===== config.mk =====
export PLATFORM = sky130hd
export DESIGN_NAME = windowed_peak_trough_averager
export DESIGN_NICKNAME = d
export VERILOG_FILES = /design/src/hw/rtl/wpta_pkg.sv /design/src/hw/rtl/wpta_div5.sv /design/src/hw/rtl/wpta_window.sv /design/src/hw/rtl/windowed_peak_trough_averager.sv
export SDC_FILE = /design/constraint.sdc
export NUM_CORES = 1
export LEC_CHECK = 0
export BUFFER_PORTS_ARGS = -buffer_cell sky130_fd_sc_hd__buf_2
export CORE_UTILIZATION = 46
export CTS_BUF_LIST = sky130_fd_sc_hd__clkbuf_8
export DETAILED_ROUTE_END_ITERATION = 10
export GPL_TIMING_DRIVEN = 0
export SETUP_SLACK_MARGIN = 0.05
export SLEW_MARGIN = 20
export SYNTH_ARGS = -nofsm -noshare
export SYNTH_HDL_FRONTEND = slang
export SYNTH_SLANG_ARGS = --single-unit

===== constraint.sdc =====
create_clock -name clk -period 13.3 [get_ports clk]
set_clock_uncertainty 0.05 [all_clocks]
set_input_delay 1.995 -clock clk [delete_from_list [all_inputs] [get_ports clk]]
set_output_delay 1.995 -clock clk [all_outputs]
set_load 0.01 [all_outputs]

===== src/hw/rtl/wpta_pkg.sv =====
// ----------------------------------------------------------------------------
// wpta_pkg
// shared constants and types of the windowed peak/trough averager
// ----------------------------------------------------------------------------
`default_nettype none

package wpta_pkg;

	localparam int SAMPLE_BITS_DEF = 12;
	localparam int WLEN_BITS       = 16;
	localparam int WIDX_BITS       = 3;
	localparam int PEAK_OUT_BITS   = 12;
	localparam int TROUGH_OUT_BITS = 13;
	localparam int TROUGH_INIT     = 4096;
	localparam int WINDOWS_SUMMED  = 5;

	localparam logic [WLEN_BITS-1:0] WLEN_RESET = 16'd200;

	typedef struct packed {
		logic close;
		logic emit;
	} wpta_status_t;

endpackage

`default_nettype wire


===== src/hw/rtl/wpta_div5.sv =====
// ----------------------------------------------------------------------------
// wpta_div5
// truncated division by five through a reciprocal multiply and one correction
// ----------------------------------------------------------------------------
`default_nettype none

module wpta_div5 #(
	parameter int DW = 16
) (
	input  wire logic [DW-1:0] num,
	output logic      [DW-1:0] quot
);
	import wpta_pkg::*;

	localparam int K = DW + 2;
	localparam logic [K-1:0] RECIP = K'((64'd1 << K) / WINDOWS_SUMMED);
	localparam logic [DW+2:0] FIVE = (DW+3)'(WINDOWS_SUMMED);

	logic [DW+K-1:0] prod;
	logic [DW-1:0]   q0;
	logic [DW+2:0]   q0_x5;
	logic [DW+2:0]   rem;

	assign prod  = {{K{1'b0}}, num} * {{DW{1'b0}}, RECIP};
	assign q0    = prod[DW+K-1:K];
	assign q0_x5 = {1'b0, q0, 2'b00} + {3'b000, q0};
	assign rem   = {3'b000, num} - q0_x5;
	assign quot  = (rem >= FIVE) ? q0 + DW'(1) : q0;

endmodule

`default_nettype wire


===== src/hw/rtl/wpta_window.sv =====
// ----------------------------------------------------------------------------
// wpta_window
// window tick counter, peak/trough trackers and the five-window sums
// ----------------------------------------------------------------------------
`default_nettype none

module wpta_window #(
	parameter int PW = 12,
	parameter int TW = 13,
	parameter int DW = 16
) (
	input  wire logic                           clk,
	input  wire logic                           arst_n,
	input  wire logic                           accept,
	input  wire logic [PW-1:0]                  sample,
	input  wire logic [wpta_pkg::WLEN_BITS-1:0] window_length,
	output wpta_pkg::wpta_status_t              status,
	output logic      [DW-1:0]                  peak_sum,
	output logic      [DW-1:0]                  trough_sum
);
	import wpta_pkg::*;

	localparam logic [TW-1:0]        TROUGH_RST = TW'(TROUGH_INIT);
	localparam logic [WIDX_BITS-1:0] WIDX_LAST  = WIDX_BITS'(WINDOWS_SUMMED);

	logic [WLEN_BITS-1:0] tick_q;
	logic [WIDX_BITS-1:0] widx_q;
	logic [PW-1:0]        peak_q;
	logic [TW-1:0]        trough_q;
	logic [DW-1:0]        psum_q;
	logic [DW-1:0]        tsum_q;
	logic [TW-1:0]        sample_tw;

	assign sample_tw   = TW'(sample);
	assign status.close = ({1'b0, tick_q} + (WLEN_BITS+1)'(1)) >= {1'b0, window_length};
	assign status.emit  = status.close && (widx_q == WIDX_LAST);
	assign peak_sum     = psum_q;
	assign trough_sum   = tsum_q;

	always_ff @(posedge clk or negedge arst_n) begin
		if (!arst_n) begin
			tick_q   <= '0;
			widx_q   <= '0;
			peak_q   <= '0;
			trough_q <= TROUGH_RST;
			psum_q   <= '0;
			tsum_q   <= '0;
		end else if (accept) begin
			if (!status.close) begin
				if (sample > peak_q) begin
					peak_q <= sample;
				end
				if (sample_tw < trough_q) begin
					trough_q <= sample_tw;
				end
				tick_q <= tick_q + WLEN_BITS'(1);
			end else begin
				tick_q   <= '0;
				peak_q   <= '0;
				trough_q <= TROUGH_RST;
				if (widx_q != WIDX_LAST) begin
					psum_q <= psum_q + DW'(peak_q);
					tsum_q <= tsum_q + DW'(trough_q);
					widx_q <= widx_q + WIDX_BITS'(1);
				end else begin
					widx_q <= '0;
					psum_q <= '0;
					tsum_q <= '0;
				end
			end
		end
	end

endmodule

`default_nettype wire


===== src/hw/rtl/windowed_peak_trough_averager.sv =====
// ----------------------------------------------------------------------------
// windowed_peak_trough_averager
// five-window average of sample peaks and troughs
// ----------------------------------------------------------------------------
// Takes one sample per cycle on the slave stream. Each window of window_length
// transactions compares all but its last sample against a running peak and
// trough; the last one only closes the window. Five windows are summed, the
// sixth is dropped and closes the run with one master-side transaction holding
// both sums divided by five. The block takes one transaction every cycle; it
// stalls the slave side only when the run-closing sample arrives while the
// previous result is still waiting. The result sits in an output register
// and the division by five is done behind it.
`default_nettype none

module windowed_peak_trough_averager #(
	parameter int SAMPLE_BITS = wpta_pkg::SAMPLE_BITS_DEF
) (
	input  wire logic                             clk,
	input  wire logic                             arst_n,
	input  wire logic                             cfg_valid,
	output logic                                  cfg_ready,
	input  wire logic [wpta_pkg::WLEN_BITS-1:0]   cfg_data,       // window_length
	input  wire logic                             s_tvalid,
	output logic                                  s_tready,
	input  wire logic [((SAMPLE_BITS+7)/8)*8-1:0] s_tdata,        // sample
	output logic                                  m_tvalid,
	input  wire logic                             m_tready,
	output logic      [31:0]                      m_tdata         // avg_peak, avg_trough
);
	import wpta_pkg::*;

	localparam int TW  = (SAMPLE_BITS > TROUGH_OUT_BITS) ? SAMPLE_BITS : TROUGH_OUT_BITS;
	localparam int DW  = TW + 3;
	localparam int OUT = PEAK_OUT_BITS + TROUGH_OUT_BITS;

	logic [WLEN_BITS-1:0] wlen_q;
	wpta_status_t         status;
	logic [DW-1:0]        peak_sum;
	logic [DW-1:0]        trough_sum;
	logic [DW-1:0]        res_peak_q;
	logic [DW-1:0]        res_trough_q;
	logic                 res_valid_q;
	logic [DW-1:0]        avg_peak;
	logic [DW-1:0]        avg_trough;
	logic                 accept;

	assign cfg_ready = 1'b1;
	assign s_tready  = !res_valid_q || m_tready || !status.emit;
	assign accept    = s_tvalid && s_tready;

	always_ff @(posedge clk or negedge arst_n) begin
		if (!arst_n) begin
			wlen_q <= WLEN_RESET;
		end else if (cfg_valid) begin
			wlen_q <= cfg_data;
		end
	end

	wpta_window #(
		.PW (SAMPLE_BITS),
		.TW (TW),
		.DW (DW)
	) u_window (
		.clk           (clk),
		.arst_n        (arst_n),
		.accept        (accept),
		.sample        (s_tdata[SAMPLE_BITS-1:0]),
		.window_length (wlen_q),
		.status        (status),
		.peak_sum      (peak_sum),
		.trough_sum    (trough_sum)
	);

	always_ff @(posedge clk or negedge arst_n) begin
		if (!arst_n) begin
			res_valid_q <= 1'b0;
		end else if (accept && status.emit) begin
			res_valid_q <= 1'b1;
		end else if (m_tready) begin
			res_valid_q <= 1'b0;
		end
	end

	always_ff @(posedge clk) begin
		if (accept && status.emit) begin
			res_peak_q   <= peak_sum;
			res_trough_q <= trough_sum;
		end
	end

	wpta_div5 #(.DW(DW)) u_div_peak (
		.num  (res_peak_q),
		.quot (avg_peak)
	);

	wpta_div5 #(.DW(DW)) u_div_trough (
		.num  (res_trough_q),
		.quot (avg_trough)
	);

	assign m_tvalid = res_valid_q;
	assign m_tdata  = {(32-OUT)'(0), avg_trough[TROUGH_OUT_BITS-1:0],
		avg_peak[PEAK_OUT_BITS-1:0]};

endmodule

`default_nettype wire


== Yosys cells after proc, flatten, opt, wreduce, memory -nomap -nowiden ==
Index checks and enable logic that the tools add are counted.
Word-level totals
  bits in registers: 125
  logic and storage cells: 55
Operators by class
  order comparisons: 5
  add/sub/neg operators: 11
  multipliers: 2
  reduce and logical (&&, ||, !) cells: 13
  multiplexer cells: 12
  eq/ne operators: 2
Operators by type and width (count)
  $mul 16x14->30 const B: 2
  $mux 16: 3
  $mux 13: 3
  $ge 19x3->1 const B: 2
  $sub 16x19->19: 2
  $mux 12: 3
  $add 16x14->17: 2
  $add 16x1->17 const B: 1
  $ge 17x16->1: 1
  $add 16x1->16 const B: 1
  $add 16x12->16: 1
  $add 16x13->16: 1
  $add 13x1->13 const B: 1
  $lt 12x13->1: 1
  $add 12x1->12 const B: 1
  $gt 12x12->1: 1
  $reduce_and 2->1: 3
  $reduce_bool 2->1: 3
  $add 3x1->3 const B: 1
  $eq 3x3->1 const B: 1
  $logic_and 1x1->1: 3
  $mux 3: 1
  $ne 3x3->1 const B: 1
  $logic_not 1->1: 2
  2 further kinds: 4

== Longest topological paths before layout ==
  word-level depth: 8
  mapped depth: 44
  gate-level depth less buffers: 43

== Hierarchy ==
Synthesis repeated with hierarchy kept, for this count alone.
Second synthesis, totals
  cell total of the unflattened synthesis: 2020
  area total of the unflattened synthesis: 18936.9 sq um
Modules (own cells, without submodules)
  wpta_div5 at u_div_peak: area an instance 5973.2 sq um, cells each 691, instances 1, seq. area each 0.0 sq um
  wpta_div5 at u_div_trough: area an instance 5861.9 sq um, cells each 665, instances 1, seq. area each 0.0 sq um
  wpta_window: area an instance 5363.9 sq um, cells each 581, instances 1, seq. area each 1903.1 sq um
  windowed_peak_trough_averager: area an instance 1737.9 sq um, cells each 83, instances 1, seq. area each 1390.1 sq um

== Worst setup path before layout ==
OpenSTA, ideal clock, no wires.
  path type: register to output
  from: reg res_peak_q[1]
  to: out m_tdata[3]
  arrival time: 9.610 ns
  data required time: 11.255 ns
  path slack: 1.645 ns
  stages on the path, launching flop included: 41
  path buffers: 2
  cell sequence: edfxtp_1 ha_1 xor2_1 ha_1 fa_1 fa_1 fa_1 inv_1 fa_1 inv_1 ha_1 and3_1 and2_1 a22oi_1 o21ai_0 a211o_1 a21oi_1 xnor2_1 [... 5 more ...] a211oi_4 o21bai_1 a21oi_1 xor2_1 ha_1 clkbuf_1 o21a_1 nor2_1 or4_1 a2111oi_0 o2111ai_1 nor4_1 o2111ai_1 nor3_1 a21oi_4 buf_6 nand4_1 xnor2_1
On the way
  longest elaborated chain between the ends: 5
  elaborated cells on any way between the ends: 6
RTL lines
  start, declared: line windowed_peak_trough_averager.sv:40  | logic [DW-1:0] res_peak_q;
  start signal, assigned: line windowed_peak_trough_averager.sv:86  | res_peak_q <= peak_sum;
  $mul 16x14->30: line wpta_div5.sv:24  | assign prod = {{K{1'b0}}, num} * {{DW{1'b0}}, RECIP};
  $add 16x14->17: line wpta_div5.sv:26  | assign q0_x5 = {1'b0, q0, 2'b00} + {3'b000, q0};
  $sub 16x19->19: line wpta_div5.sv:27  | assign rem = {3'b000, num} - q0_x5;
  $ge 19x3->1: line wpta_div5.sv:28  | assign quot = (rem >= FIVE) ? q0 + DW'(1) : q0;
  $mux 12 (*): line wpta_div5.sv:28
  end, declared: line windowed_peak_trough_averager.sv:28  | output logic [31:0] m_tdata
Mark *: on every way between the ends. The rest lies on a longest branch, timed or not.

== Worst setup path after layout ==
  from: reg res_peak_q[1]
  to: out m_tdata[8]
The elaborated chain is that of the path after synthesis.

==> flow_summary.ini <==
[clock_tree]
cts-buffers-inserted = 17
cts_tree = yes
cts_hold_buf = 0
root_buffer = clkbuf_8
clock_sinks = 125
clk_pin_slew_ns = 0.08
cts_buffer_depth = 2
cts_max_level = 4
clk_latency_ns = 0.45

[yosys]
syn_area_sq_um = 19100
synth_top_family_by_area = adder cells
synthArstFlopShare = 0.744
synth_ff_type = dfrtp_1
synthDistinctLibCells = 101
synthAdderAreaFrac = 0.376
synth-simple-area-share = 0.129
yosysSeqAreaShare = 0.172
ys_ff_latch = 125
synth_compound_area_frac = 0.173
synthMuxAreaShare = 0.0103
postSynthAreaPerCell_sq_um = 8.99
synthCells = 2125
synthXorXnorAreaFrac = 0.0638
ys_warn_count = 0
synth_edf_count = 32

[critical_path]
rr_worst_depth = 20
cp_common_cell = fa_1
required_ns = 11.26
crit_arrival_ns = 10.77
critPathSlowestCell = fa_1
slowest_delay_ns = 0.54
path_class = reg -> out
worstReg2RegEnd = res_trough_q[13]$_DFFE_PP_
reg2reg_slack_ns = 8.37
cp-end-kind = primary output
worstPathMaxFanout = 10
crit_path_start = res_peak_q[1]$_DFFE_PP_
worstReg2RegStart = u_window.tick_q[2]$_DFFE_PN0P_
startpoint_type = register

[detailed_routing]
wl_per_cell_um = 16.7
drcViolationCount = 0
routed_via_density = 5.52
dr.pass1.iters = 5
vias = 15500
drt_wl_total_mm = 46.9
ant_nets = 0
first_iter_violations = 921

[cells_and_area]
num_antenna_cells = 0
nets = 2790
drive_gt1_frac = 0.111
area_delta_synth_final_pct = 10.8
final_util = 0.517

[floorplanning]
num_rows = 74
die_area_sq_um = 42400
coreArea_sq_um = 40900
start_util = 0.467
die_x_um = 206
die_h_um = 206
num_io_pins = 72

[placed_design]
numPortBuffers = 59
gp_congestion = 0.889
place_hpwl_mm = 37.7

[sta]
rsz0062_at_grt = false
tightestPinTransition_ns = 0.895
finalSetupViolCount = 0
slew_viol_final = 0
min_period_ns = 12.82
fin_setup_tns_ns = 0
slew_headroom = 0.394
max_clock_freq_mhz = 78.0
hold_viol = 0
period_share = 0.964

[run]
drv_cap = 0

[grt]
grt_busiest_layer = met2
grt_pass1_wl_mm = 77.0
grt_pass1_vias = 15300
track_usage = 0.227
grt_max_degree = 55
antenna_found_initial = 0
grt-ovfl-total = 0
use_met1 = 0.320
use_met2 = 0.382
use_met3 = 0.0193

[hold_path]
min_to = u_window.trough_q[12]$_DFFE_PN1P_
hold_class = reg -> reg
holdPathStages = 2
hold_start = u_window.trough_q[12]$_DFFE_PN1P_

[run_status]
status = complete, no violations
[routing by layer]
layer  vias up  part of all wire
met1      7442              0.48
met4         0             0.014
met3        44             0.034
li1       7718                 -
met5         -                 0
met2       287              0.47
[cell usage after synthesis (all sizes together) (23+ instances only)]
cell type    n  area, sq um
a21oi       99          526
nor2        87          327
o31ai       23          173
fa         132         2640
nand2      174          658
nand3       42          225
nand4       33          206
xor2        47          442
o21ai      131          656
a21o        45          338
inv        307         1150
buf         23          154
clkbuf      34          128
dfrtp       89         2230
nor3        44          248
xnor2       87          777
edfxtp      32          961
ha         360         4500
[sequential cells by signal, summed over array words and instances, names as in the netlist]
| name | cells |
|---|---|
| res_peak_q | 16 |
| res_trough_q | 16 |
| u_window.peak_sum | 16 |
| u_window.tick_q | 16 |
| u_window.trough_sum | 16 |
| wlen_q | 16 |
| u_window.trough_q | 13 |
| u_window.peak_q | 12 |
| u_window.widx_q | 3 |
| m_tvalid | 1 |
[kinds of logic (layout without fill, tap and decap cells)]
family	count (synthesis)	after routing
muxes	19	19
DFF	125	125
AOI/OAI and AO/OA	486	486
adders and majority gates	495	495
xor gates and xnor gates	134	134
other	2	8
buffers and inverters	364	507
and+or+nand+nor	500	500
[critical path: cells and delay by family (launching register included)]
kind / cells / cell delay (ns)
simple gates: 7 / 1.66
compound gates: 15 / 2.94
xor+xnor: 4 / 0.67
buf+inv: 5 / 0.58
fa+ha+maj: 10 / 4.04
flops: 1 / 0.43
[worst max path at each step]
stage | slack (ns) | cells past startpoint | to
finish | 0.48 | 41 | m_tdata[8]
global route | 0.01 | 45 | m_tdata[20]
CTS | 0.13 | 42 | m_tdata[19]
detailed placement | 0.16 | 41 | m_tdata[8]
global placement | 0.26 | 41 | m_tdata[9]
floorplan | 1.64 | 40 | m_tdata[3]
[cell usage in the layout (no fill, tap or decap), types with 14 or more instances in the layout]
cell type  count
xnor2_1       81
inv_1        303
buf_4         62
nor2_1        85
o21a_1        21
nand2_1      172
a31oi_1       14
xor2_1        42
a21oi_1       89
o21ai_1       14
clkbuf_8      17
a22oi_1       17
clkbuf_1      33
o21ai_0      116
nand2b_1      16
nor3_1        39
nand3_1       39
buf_2         67
and2_1        14
ha_1         353
fa_1         132
nand4_1       33
edfxtp_1      32
o41ai_1       14
dfrtp_1       89
a21o_1        45
and3_1        19
o31ai_1       23
nor2b_1       17
[final cells by class]
| class | instances | area, sq um |
|---|---|---|
| Fill cell | 3794 | 19800 |
| Multi-Input combinational cell | 1642 | 14600 |
| Sequential cell | 125 | 3290 |
| Inverter | 307 | 1150 |
| Timing Repair Buffer | 112 | 739 |
| Tap cell | 532 | 666 |
| Buffer | 56 | 278 |
| Clock buffer | 17 | 234 |
| Clock inverter | 15 | 165 |
[what timing repair did]
action / in CTS / in global routing
hold endpoints to repair: 0 / 0
resized for setup: 4 / 38
pin swaps: 0 / 13
buffers inserted: 25 / 26
setup endpoints to repair: 25 / 25
[metrics by stage]
step | hold slack [ns] | std cells | setup WS (ns) | area [sq um]
final | 0.435 | 2806 | 0.482 | 21200
after global routing | 0.460 | 2806 | 0.00993 | 21200
after CTS | 0.438 | 2780 | 0.126 | 20800
after detailed placement | 0.426 | 2724 | 0.163 | 20200
after global placement | 0.427 | 2722 | 0.264 | 20100
after floorplan | 0.397 | 2131 | 1.64 | 19100
Power is not shown: default switching activity piles up to over one toggle a cycle in this logic, so the estimate is an artifact.
